--- config.mk ---
export PLATFORM = sky130hd
export DESIGN_NAME = snh_fifo
export DESIGN_NICKNAME = d
export VERILOG_FILES = /design/src/hw/rtl/snh_pkg.sv /design/src/hw/rtl/snh_fifo.sv
export SDC_FILE = /design/constraint.sdc
export NUM_CORES = 1
export LEC_CHECK = 0
export ABC_CLOCK_PERIOD_IN_PS = 2500
export BUFFER_PORTS_ARGS = -buffer_cell sky130_fd_sc_hd__buf_4
export CAP_MARGIN = 20
export CORE_MARGIN = 3
export CORE_UTILIZATION = 33
export CTS_CLUSTER_DIAMETER = 200
export DETAILED_ROUTE_END_ITERATION = 7
export HOLD_SLACK_MARGIN = 0.15
export PLACE_DENSITY_LB_ADDON = 0.05
export SLEW_MARGIN = 20
export SYNTH_ARGS = -nofsm -noshare
export SYNTH_HDL_FRONTEND = slang
export SYNTH_SLANG_ARGS = --single-unit
export TNS_END_PERCENT = 100
--- constraint.sdc ---
create_clock -name clk -period 2.5 [get_ports clk]
set_input_delay 0.5 -clock clk [delete_from_list [all_inputs] [get_ports clk]]
set_output_delay 0.5 -clock clk [all_outputs]
set_load 0.005 [all_outputs]
--- src/hw/rtl/snh_pkg.sv ---
`default_nettype none

package snh_pkg;

  localparam int MAX_NAME_LEN = 256;
  localparam int IDX_W        = $clog2(MAX_NAME_LEN);
  localparam int LEN_W        = $clog2(MAX_NAME_LEN + 1);
  localparam int ADDR_W       = IDX_W + 1;
  localparam int RAM_DEPTH    = 2 ** ADDR_W;

  localparam logic [63:0] GOLDEN_STEP = 64'h9e3779b97f4a7c15;
  localparam logic [63:0] MIX_MUL_A   = 64'hbf58476d1ce4e5b9;
  localparam logic [63:0] MIX_MUL_B   = 64'h94d049bb133111eb;
  localparam int          SHIFT_1     = 30;
  localparam int          SHIFT_2     = 27;
  localparam int          SHIFT_3     = 31;

  typedef struct packed {
    logic [7:0] name_byte;
    logic       byte_present;
    logic       last_byte;
  } byte_item_t;

  typedef struct packed {
    logic [63:0] name_hash;
    logic        too_long;
  } hash_item_t;

  // One finished name waiting for the hasher.
  typedef struct packed {
    logic [LEN_W-1:0] len;
    logic             too_long;
    logic             bank;
  } job_t;

  typedef struct packed {
    logic              en;
    logic [ADDR_W-1:0] addr;
    logic [7:0]        data;
  } ram_wr_t;

  typedef struct packed {
    logic        start;
    logic [63:0] din;
  } mix_req_t;

  typedef struct packed {
    logic        done;
    logic [63:0] dout;
  } mix_rsp_t;

endpackage

`default_nettype wire

--- src/hw/rtl/snh_fifo.sv ---
`default_nettype none

module snh_fifo (
  input  logic          clk,
  input  logic          rst,
  input  logic          push,
  input  snh_pkg::job_t din,
  input  logic          pop,
  output logic          full,
  output logic          empty,
  output snh_pkg::job_t dout
);
  import snh_pkg::*;

  job_t       mem [2];
  logic       wptr;
  logic       rptr;
  logic [1:0] count;

  assign full  = (count == 2'd2);
  assign empty = (count == 2'd0);
  assign dout  = mem[rptr];

  always_ff @(posedge clk) begin
    if (push) begin
      mem[wptr] <= din;
    end
  end

  always_ff @(posedge clk) begin
    if (rst) begin
      wptr  <= 1'b0;
      rptr  <= 1'b0;
      count <= 2'd0;
    end else begin
      if (push) begin
        wptr <= ~wptr;
      end
      if (pop) begin
        rptr <= ~rptr;
      end
      unique case ({push, pop})
        2'b10:   count <= count + 2'd1;
        2'b01:   count <= count - 2'd1;
        default: count <= count;
      endcase
    end
  end

endmodule

`default_nettype wire

Yosys cells after proc, flatten, opt, wreduce, memory -nomap -nowiden
Memories as Yosys holds them, arrays and structs flattened. A register that Yosys moved wholly into a read port is not among the register bits.
Cells that the tools add are included.
Storage, ports and cells
  register bits after elaboration: 4
  memory bits (writable): 22
  bits of input ports: 15
  output and inout bits: 13
  logic and storage cells: 18
  memories: 1
Operators by class
  $add $sub $neg: 2
  eq/ne operators: 3
  mux-type cells: 5
  bitwise operators: 2
  reductions and logical operators: 2
Memories
  mem: words 2, width 11, read ports 1, clocked after memory_dff 1, wr ports 1, line snh_fifo.sv:15  | job_t mem [2];
Operators by type and width (count)
  equality test 2 bit, second input constant: 2
  two-way mux 1 bit: 4
  case mux 2 bit (2 select lines): 1
  adder 2 x 1 -> 2 bit, second input constant: 1
  equality test 2 x 1 -> 1 bit, second input constant: 1
  zero test 2 bit: 1
  inverter 1 bit: 2
  nonzero test 2 bit: 1
  subtractor 2 x 1 -> 2 bit, second input constant: 1

Longest topological paths before layout
Gate-level depths: netlist of run 1.
  word-level depth: 3
  gate-level depth with buffers: 5
  mapped depth without buffers: 5

Worst setup path after synthesis of run 1
Ideal clock, no wire load.
  kind: input port to flip-flop
  start: input port push
  end: memory mem[0][0] (netlist name) (enable)
  setup time: 0.378 ns
  arrival: 1.027 ns
  path slack: 1.095 ns
  stages on the path: 2
  path buffers: 0
  cell sequence: inv_1 nor2_1
Between the ends
  word-level cells in the longest chain between the ends: 2
RTL lines
  start, declared: line snh_fifo.sv:6  | input logic push,
  two-way mux 1 bit: line snh_fifo.sv:25  | if (push) begin
  two-way mux 1 bit (not written as such): line snh_fifo.sv:26  | mem[wptr] <= din;
  end, declared: line snh_fifo.sv:15
No other way between the ends.

==> flow_summary_export.csv, run 1 <==
group,metric,value,unit
place,place_inst,114,
grt,first_global_vias,536,
critical_path,start_kind,"flip-flop",
timing,finalCritPeriodShare,80.4,%
run,drv_cap,0,
synth,yosysTopAreaCellShare,66.4,%
cells_and_area,nFillCells,286,
cells_and_area,final_cell_mix,"buf_4 (28), edfxtp_1 (22), mux2_2 (11), nor2_1 (6), dfxtp_1 (5)",
synth,netlist_area,995,µm²
power,powerDensity,665,mW/mm²
critical_path,crit_required,2.00,ns
cells_and_area,nets,104,
power,power.leakage,0.489,nW
floorplanning,die_y,60.9,µm
floorplanning,dieArea,0.00371,mm²
route,routed_via_density,4.51,
floorplanning,core_area,0.00281,mm²
clock_network,ctsRootBufferMaster,"clkbuf_4",
cells_and_area,syn_to_final_growth,27.3,%
grt,grt_use_total,9.59,%
clock_network,clock_path_buffers,2,
critical_path,crit_fanout,11,
cells_and_area,layout-drive-gt1-share,50.6,%
route,wl_per_cell,13.6,µm
timing,finalMaxSlewViolations,0,
clock_network,clock-sinks,27,
synth,ys.warnings.count,0,
clock_network,clk_pin_slew,0.14,ns
critical_path,path_buf_inv,1,
critical_path,worst_path_dominant_cell_family,"flip-flops",
route,drtIter0Drc,14,
place,dp_hpwl,1140,µm
clock_network,cts_hold_buf,0,
grt,antenna_found_initial,0,
outcome,status,"finished, final reports clean",
timing,hold_viol_final,0,
synth,syn_inst,56,
critical_path,end_kind,"output port",
clock_network,numCtsBuffers,3,
route,route.detailed.drc,0,
cells_and_area,utilization,45.1,%
route,dr.pass1.iters,3,
critical_path,critPathKind,"reg2out",
clock_network,cts_tree,"built",
grt,grt_max_degree,16,
cells_and_area,layout.cells.non_filler,118,
grt,grt_overflow,0,
critical_path,worstPathArrival,1.51,ns
timing,period_needed,2.01,ns
synth,avgSynthCellArea,17.8,µm²
place,gp_congestion,0.616,
clock_network,htree_levels,1,
floorplanning,ios,28,
timing,setup_viol,0,
power,total_power,842,µW
floorplanning,die_x,60.9,µm
timing,finalWorstSetupSlack,0.489,ns
place,place_area,0.00124,mm²
place,place_ws,0.812,ns
timing,max_freq,497,MHz
hold_path,hold_start,"din[2]",
synth,synth_top_area_cell,"edfxtp_1",
synth,synth_nets,72,
critical_path,max_stage_delay,0.67,ns
synth,ys_seq_elements,27,
timing,finalSetupTns,0,ns
timing,rsz0062_at_grt,"no",
synth,synth_top_cells_by_area,"edfxtp_1 (66%), mux2_2 (12%), dfxtp_1 (10%)",
floorplanning,row_count,19,
route,ant_nets,0,
synth,ys_types,14,
floorplanning,initial_core_util,35.5,%
route,vias,532,
timing,fin_hold_ws,0.357,ns
clock_network,cts_resized,0,
clock_network,post_cts_buffers,0,
clock_network,clk_latency,0.31,ns
cells_and_area,design_area,0.00127,mm²
critical_path,worstReg2RegStart,"wptr",
timing,tightestPinTransition,0.569,ns
timing,fin_skew,0.00694,ns
hold_path,hold_path_class,"in2reg",
place,io_buffers,27,
route,wl,1600,µm
timing,maxSlewHeadroom,62.1,%
power,ir_drop,0.000280,V
synth,synth_seq_area_share,76.5,%
cells_and_area,layout_commonest_cell,"buf_4",
critical_path,path_cells,"mux2_2, buf_4",
cells_and_area,n_antenna_cell,0,
grt,grt_pass1_wl,2500,µm
critical_path,crit_slowest_cell,"dfxtp_1",
worst paths after layout:
kind | endpoint | slack, ns | cells after the start
worst max-delay path | dout[3] | 0.49 | 2
worst min register to register | count[1] | 0.52 | 2
worst max register to register | mem[1][7] | 1.26 | 1
worst min-delay path | mem[0][2] | 0.36 | 1
per-layer routing:
metal	vias up	wire, µm	GRT usage [%]
met1	246	746	12.2
li1	267	-	-
met5	-	0	0
met3	2	102	3.19
met2	17	747	14.7
met4	0	8	4.64
synthesized netlist by cell type (all sizes together):
| cell type | instances |
|---|---|
| xnor2 | 3 |
| inv | 1 |
| nor2 | 6 |
| a21oi | 1 |
| and2 | 1 |
| and2b | 1 |
| ha | 1 |
| xor2 | 1 |
| edfxtp | 22 |
| buf | 1 |
| dfxtp | 5 |
| o21ai | 1 |
| mux2 | 11 |
| or3 | 1 |
power breakdown:
part           total [mW]  switching, mW  internal [mW]
Clock               0.181          0.121         0.0598
Combinational       0.124         0.0459         0.0778
Sequential          0.537         0.0176          0.520
flip-flops by register name, summed over array words and instances, names as in the netlist, named ones only:
signal / count
count: 2
mem: 22
rptr: 1
wptr: 1
final cells by class:
type	instances	area (µm²)	share of cell area [%]
repair buffers	28	210	16.6
clock inverters	1	5.00	0.395
flip-flops and latches	27	761	60.1
multi-input cells	27	225	17.8
inverters	1	3.75	0.296
clock buffers	3	22.5	1.78
well taps	31	38.8	3.06
kinds of logic (layout without fill, tap and decap cells):
family                   Yosys count  in the layout  share of synthesized area, %
AND/OR/NAND/NOR                    9              9                          4.40
buffers and inverters              2             33                         0.880
XOR/XNOR                           4              4                          3.52
multiplexers                      11             11                          12.5
AO/OA/AOI/OAI                      2              2                          1.01
adder cells (fa/ha/maj)            1              1                          1.26
flip-flops                        27             27                          76.5
(Power assumes the default switching activity.)
==> run 2: changes to the inputs <==
- ABC_CLOCK_PERIOD_IN_PS: 2500 -> 1860
- clock period: 2.5 -> 1.86 ns (I/O delays scaled with it)
==> run 2 against run 1 <==
Compared with the run above: critical path depth grew 1; clock skew shrank 0.0050 ns; combinational power up 42%; setup slack worse by 0.38 ns; die area stayed put; total power up 36%; sequential share of layout area decreased by 0.31 points; first-iteration DRC count down 29%; worst hold slack worse by 0.13 ns; register-to-register slack got worse by 0.61 ns; global-route usage grew 0.061 points; wire length up 1.4%; critical path type unchanged; critical endpoint is now dout[6]; highest routed layer is now met3.
==> flow_summary_export.csv, run 2 (synthesis gave the netlist of run 1 again) <==
group,metric,value,unit
outcome,status,"finished, final reports clean",
floorplanning,row_count,19,
timing,maxSlewHeadroom,65.2,%
timing,max_freq,570,MHz
clock_network,clk_pin_slew,0.14,ns
route,route.detailed.drc,0,
place,place_area,0.00125,mm²
critical_path,start_kind,"flip-flop",
cells_and_area,n_antenna_cell,0,
clock_network,cts_resized,1,
critical_path,reg2reg_setup_slack,0.65,ns
power,seqPwrFrac,62.7,%
place,gp_congestion,0.638,
timing,hold_viol_final,0,
floorplanning,die_x,60.9,µm
clock_network,post_cts_buffers,0,
floorplanning,ios,28,
power,power.share.clock,22.0,%
critical_path,crit_fanout,7,
grt,grt_max_degree,16,
power,p_comb_share,15.3,%
timing,rsz0062_at_grt,"no",
grt,antenna_found_initial,0,
timing,tightestPinTransition,0.522,ns
critical_path,timing.rr.end,"mem[1][7]",
place,place_ws,0.373,ns
clock_network,clk_latency,0.32,ns
critical_path,worstPathArrival,1.38,ns
critical_path,crit_required,1.49,ns
cells_and_area,final_cell_mix,"buf_4 (29), edfxtp_1 (22), mux2_2 (11), nor2_1 (6), dfxtp_1 (4)",
place,io_buffers,27,
grt,grt_pass1_wl,2550,µm
floorplanning,die_y,60.9,µm
route,drtIter0Drc,10,
power,p_int,887,µW
timing,setup_viol,0,
timing,finalMaxSlewViolations,0,
route,routed_via_density,4.50,
cells_and_area,layout_commonest_cell,"buf_4",
timing,finalCritPeriodShare,94.4,%
power,powerDensity,898,mW/mm²
floorplanning,dieArea,0.00371,mm²
cells_and_area,largestRegisters,"mem x22, count x2",
clock_network,ctsRootBufferMaster,"clkbuf_4",
power,ir_drop,0.000379,V
clock_network,cts_hold_buf,0,
cells_and_area,utilization,45.5,%
timing,period_needed,1.76,ns
route,wl,1630,µm
grt,grt_use_total,9.65,%
power,total_power,1.14,mW
power,switching_share,22.5,%
run,drv_cap,0,
route,ant_nets,0,
cells_and_area,layout-drive-gt1-share,52.3,%
grt,first_global_vias,562,
clock_network,htree_levels,1,
critical_path,critPathKind,"reg2out",
route,dr.pass1.iters,4,
critical_path,end_kind,"output port",
hold_path,hold_path_class,"in2reg",
timing,finalWorstSetupSlack,0.105,ns
critical_path,setup.worst_path.end,"dout[6]",
clock_network,numCtsBuffers,3,
power,netSwitchingPower,258,µW
cells_and_area,max_flop_register,"mem",
route,vias,535,
critical_path,rr_worst_depth,1,
route,wl_per_cell,13.7,µm
cells_and_area,design_area,0.00127,mm²
clock_network,clock_path_buffers,2,
cells_and_area,largest_reg_flops,22,
clock_network,cts_tree,"built",
power,power.leakage,0.494,nW
timing,fin_skew,0.00199,ns
clock_network,clock-sinks,27,
timing,finalSetupTns,0,ns
floorplanning,initial_core_util,35.5,%
grt,grt_overflow,0,
cells_and_area,syn_to_final_growth,28.2,%
critical_path,worstReg2RegStart,"wptr",
hold_path,holdPathStages,1,
floorplanning,core_area,0.00281,mm²
cells_and_area,nets,105,
run 2: cell count changes in the layout (fill, tap and decap cells not counted):
cell	before	now
dfxtp_2	0	1
buf_4	28	29
dfxtp_1	5	4
run 2: worst min path at each step:
stage                endpoint  slack (ns)  startpoint
CTS                 mem[0][2]        0.21      din[2]
global route        mem[1][5]        0.19      din[5]
finish              mem[1][2]        0.22      din[2]
global placement     count[1]        0.49    count[1]
floorplan            count[1]        0.44         rst
detailed placement   count[1]        0.50    count[1]
run 2: through the flow:
stage	hold slack, ns	std cells
after CTS	0.210	119
after global routing	0.189	119
final	0.224	119
after detailed placement	0.500	115
after floorplan	0.441	56
after global placement	0.488	115
run 2: critical path, cell delays in order, from the launching register on:
cell and delay, ns:
dfxtp_2 0.40, buf_4 0.18, mux2_2 0.35, buf_4 0.14
run 2: cell type report:
type	instances	area [µm²]
fill	273	1530
multi-input combinational	27	225
timing repair buffer	29	218
sequential	27	762
tap	31	38.8
clock buffer	3	22.5
clock inverter	1	5.00
inverter	1	3.75
run 2: routing by layer:
| metal | wire length, µm | track usage, % |
|---|---|---|
| met1 | 783 | 12.6 |
| met3 | 105 | 2.13 |
| met2 | 737 | 15.3 |
| met4 | 0 | 4.64 |
| met5 | 0 | 0 |
run 2: power groups by stage:
stage	Combinational, mW	Clock, mW	Sequential [mW]
final	0.176	0.252	0.717
after floorplan	0.0847	0	0.725
after detailed placement	0.180	0	0.732
after CTS	0.181	0.263	0.719
after global placement	0.177	0	0.731
after global routing	0.196	0.298	0.722
==> run 3: changes to the inputs <==
- CORE_UTILIZATION: 33 -> 49
- RECOVER_POWER: not set -> 50
==> run 3 against run 2 <==
Compared with the run above: setup slack gained 0.054 ns; non-clock buffer count down 1; maximum frequency is 3.2% higher; clock skew about the same; clock power decreased by 7%; critical path depth shrank 1; via count up 3.0%.
==> flow_summary_export.csv, run 3 (synthesis gave the netlist of run 1 again) <==
group,metric,value,unit
critical_path,reg2reg_setup_slack,0.57,ns
critical_path,start_kind,"flip-flop",
timing,setup_viol,0,
cells_and_area,seqCellArea,762,µm²
grt,grt_overflow,0,
route,ant_nets,0,
critical_path,max_stage_delay,0.50,ns
timing,finalSetupTns,0,ns
clock_network,numCtsBuffers,3,
critical_path,end_kind,"output port",
grt,grt_pass1_wl,2460,µm
route,wl_per_cell,13.3,µm
power,total_power,1.12,mW
grt,antenna_found_initial,0,
place,io_buffers,27,
critical_path,path_cells,"mux2_2, buf_4",
grt,grt_use_total,13.4,%
route,dr.pass1.iters,2,
timing,hold_viol_final,0,
cells_and_area,nets,104,
floorplanning,dieArea,0.00261,mm²
clock_network,clk_latency,0.31,ns
route,drtIter0Drc,1,
timing,max_freq,588,MHz
clock_network,clk_pin_slew,0.12,ns
critical_path,crit_required,1.49,ns
critical_path,worstPathArrival,1.33,ns
cells_and_area,final_cell_mix,"edfxtp_1 (22), buf_4 (15), clkbuf_4 (12), mux2_2 (11), nor2_1 (6)",
clock_network,htree_levels,1,
place,place_ws,0.328,ns
floorplanning,die_x,51.1,µm
timing,fin_skew,0.00188,ns
timing,rsz0062_at_grt,"no",
critical_path,crit_slowest_cell,"dfxtp_2",
critical_path,setup.worst_path.end,"dout[2]",
cells_and_area,layout-drive-gt1-share,46.0,%
outcome,status,"finished, final reports clean",
place,dp_hpwl,1070,µm
route,route.detailed.drc,0,
floorplanning,core_area,0.00182,mm²
cells_and_area,syn_to_final_growth,25.0,%
power,power.leakage,0.470,nW
critical_path,worstReg2RegStart,"wptr",
route,routed_via_density,4.92,
clock_network,clock_path_buffers,2,
cells_and_area,multiInputGateArea,225,µm²
floorplanning,initial_core_util,54.6,%
route,vias,551,
critical_path,rr_worst_depth,2,
critical_path,critPathKind,"reg2out",
power,ir_drop,0.000705,V
clock_network,ctsRootBufferMaster,"clkbuf_4",
timing,period_needed,1.70,ns
timing,maxSlewHeadroom,57.7,%
hold_path,holdPathStages,2,
timing,finalMaxSlewViolations,0,
cells_and_area,largest_reg_flops,22,
clock_network,cts_tree,"built",
clock_network,post_cts_buffers,0,
power,powerDensity,899,mW/mm²
critical_path,crit_fanout,11,
timing,finalWorstSetupSlack,0.159,ns
grt,grt_max_degree,15,
cells_and_area,utilization,68.3,%
run,drv_cap,0,
timing,tightestPinTransition,0.635,ns
floorplanning,row_count,15,
grt,first_global_vias,575,
timing,fin_hold_ws,0.240,ns
hold_path,hold_path_class,"in2reg",
timing,finalCritPeriodShare,91.4,%
cells_and_area,largestRegisters,"mem x22, count x2",
cells_and_area,max_flop_register,"mem",
cells_and_area,nFillCells,142,
floorplanning,die_y,51.1,µm
cells_and_area,layout_commonest_cell,"edfxtp_1",
critical_path,timing.rr.end,"mem[0][3]",
cells_and_area,n_antenna_cell,0,
place,gp_congestion,0.683,
route,wl,1480,µm
clock_network,clock-sinks,27,
floorplanning,ios,28,
==> run 3: how the worst min path moves through the flow <==
| stage | startpoint | endpoint |
|---|---|---|
| 6_report | rst | wptr |
| 3_3_place_gp | count[1] | count[1] |
| 4_1_cts | din[10] | mem[0][10] |
| 3_5_place_dp | count[1] | count[1] |
| 5_1_grt | rst | count[1] |
| 2_1_floorplan | rst | count[1] |
==> run 3: cell type report <==
cell class                      count  area share (%)
Sequential cell                    27            61.3
Multi-Input combinational cell     27            18.1
Inverter                            1           0.302
Timing Repair Buffer               28            15.7
Clock buffer                        4            2.11
Tap cell                           25            2.52
==> run 3: where the power goes <==
part | switching (mW) | total, mW | internal, mW | leakage, nW
Clock | 0.150 | 0.234 | 0.0838 | 0.0150
Combinational | 0.0608 | 0.160 | 0.0992 | 0.206
Sequential | 0.0239 | 0.723 | 0.700 | 0.248
==> run 3: layer usage <==
metal | part of all wire (%) | up-vias | track usage, %
met3 | 5.3 | 4 | 2.92
met1 | 38 | 264 | 12.9
li1 | - | 266 | -
met4 | 3.0 | 0 | 9.42
met5 | 0 | - | 0
met2 | 53 | 17 | 24.9
==> run 3: per-stage QoR <==
step,std cells,cell area (µm²)
2_1_floorplan,56,995
3_3_place_gp,108,1230
3_5_place_dp,108,1230
4_1_cts,112,1260
5_1_grt,112,1240
6_report,112,1240
==> run 3: what timing repair did <==
item                       4_1_cts  5_1_grt
setup endpoints to repair       11        0
hold buffers                     0        0
resized for setup                1        0
==> run 3: critical path: cells and delay by family (launching register included) <==
family                 cells  cell delay, ns
multiplexers               1            0.38
buffers and inverters      1            0.14
flip-flops                 1            0.50
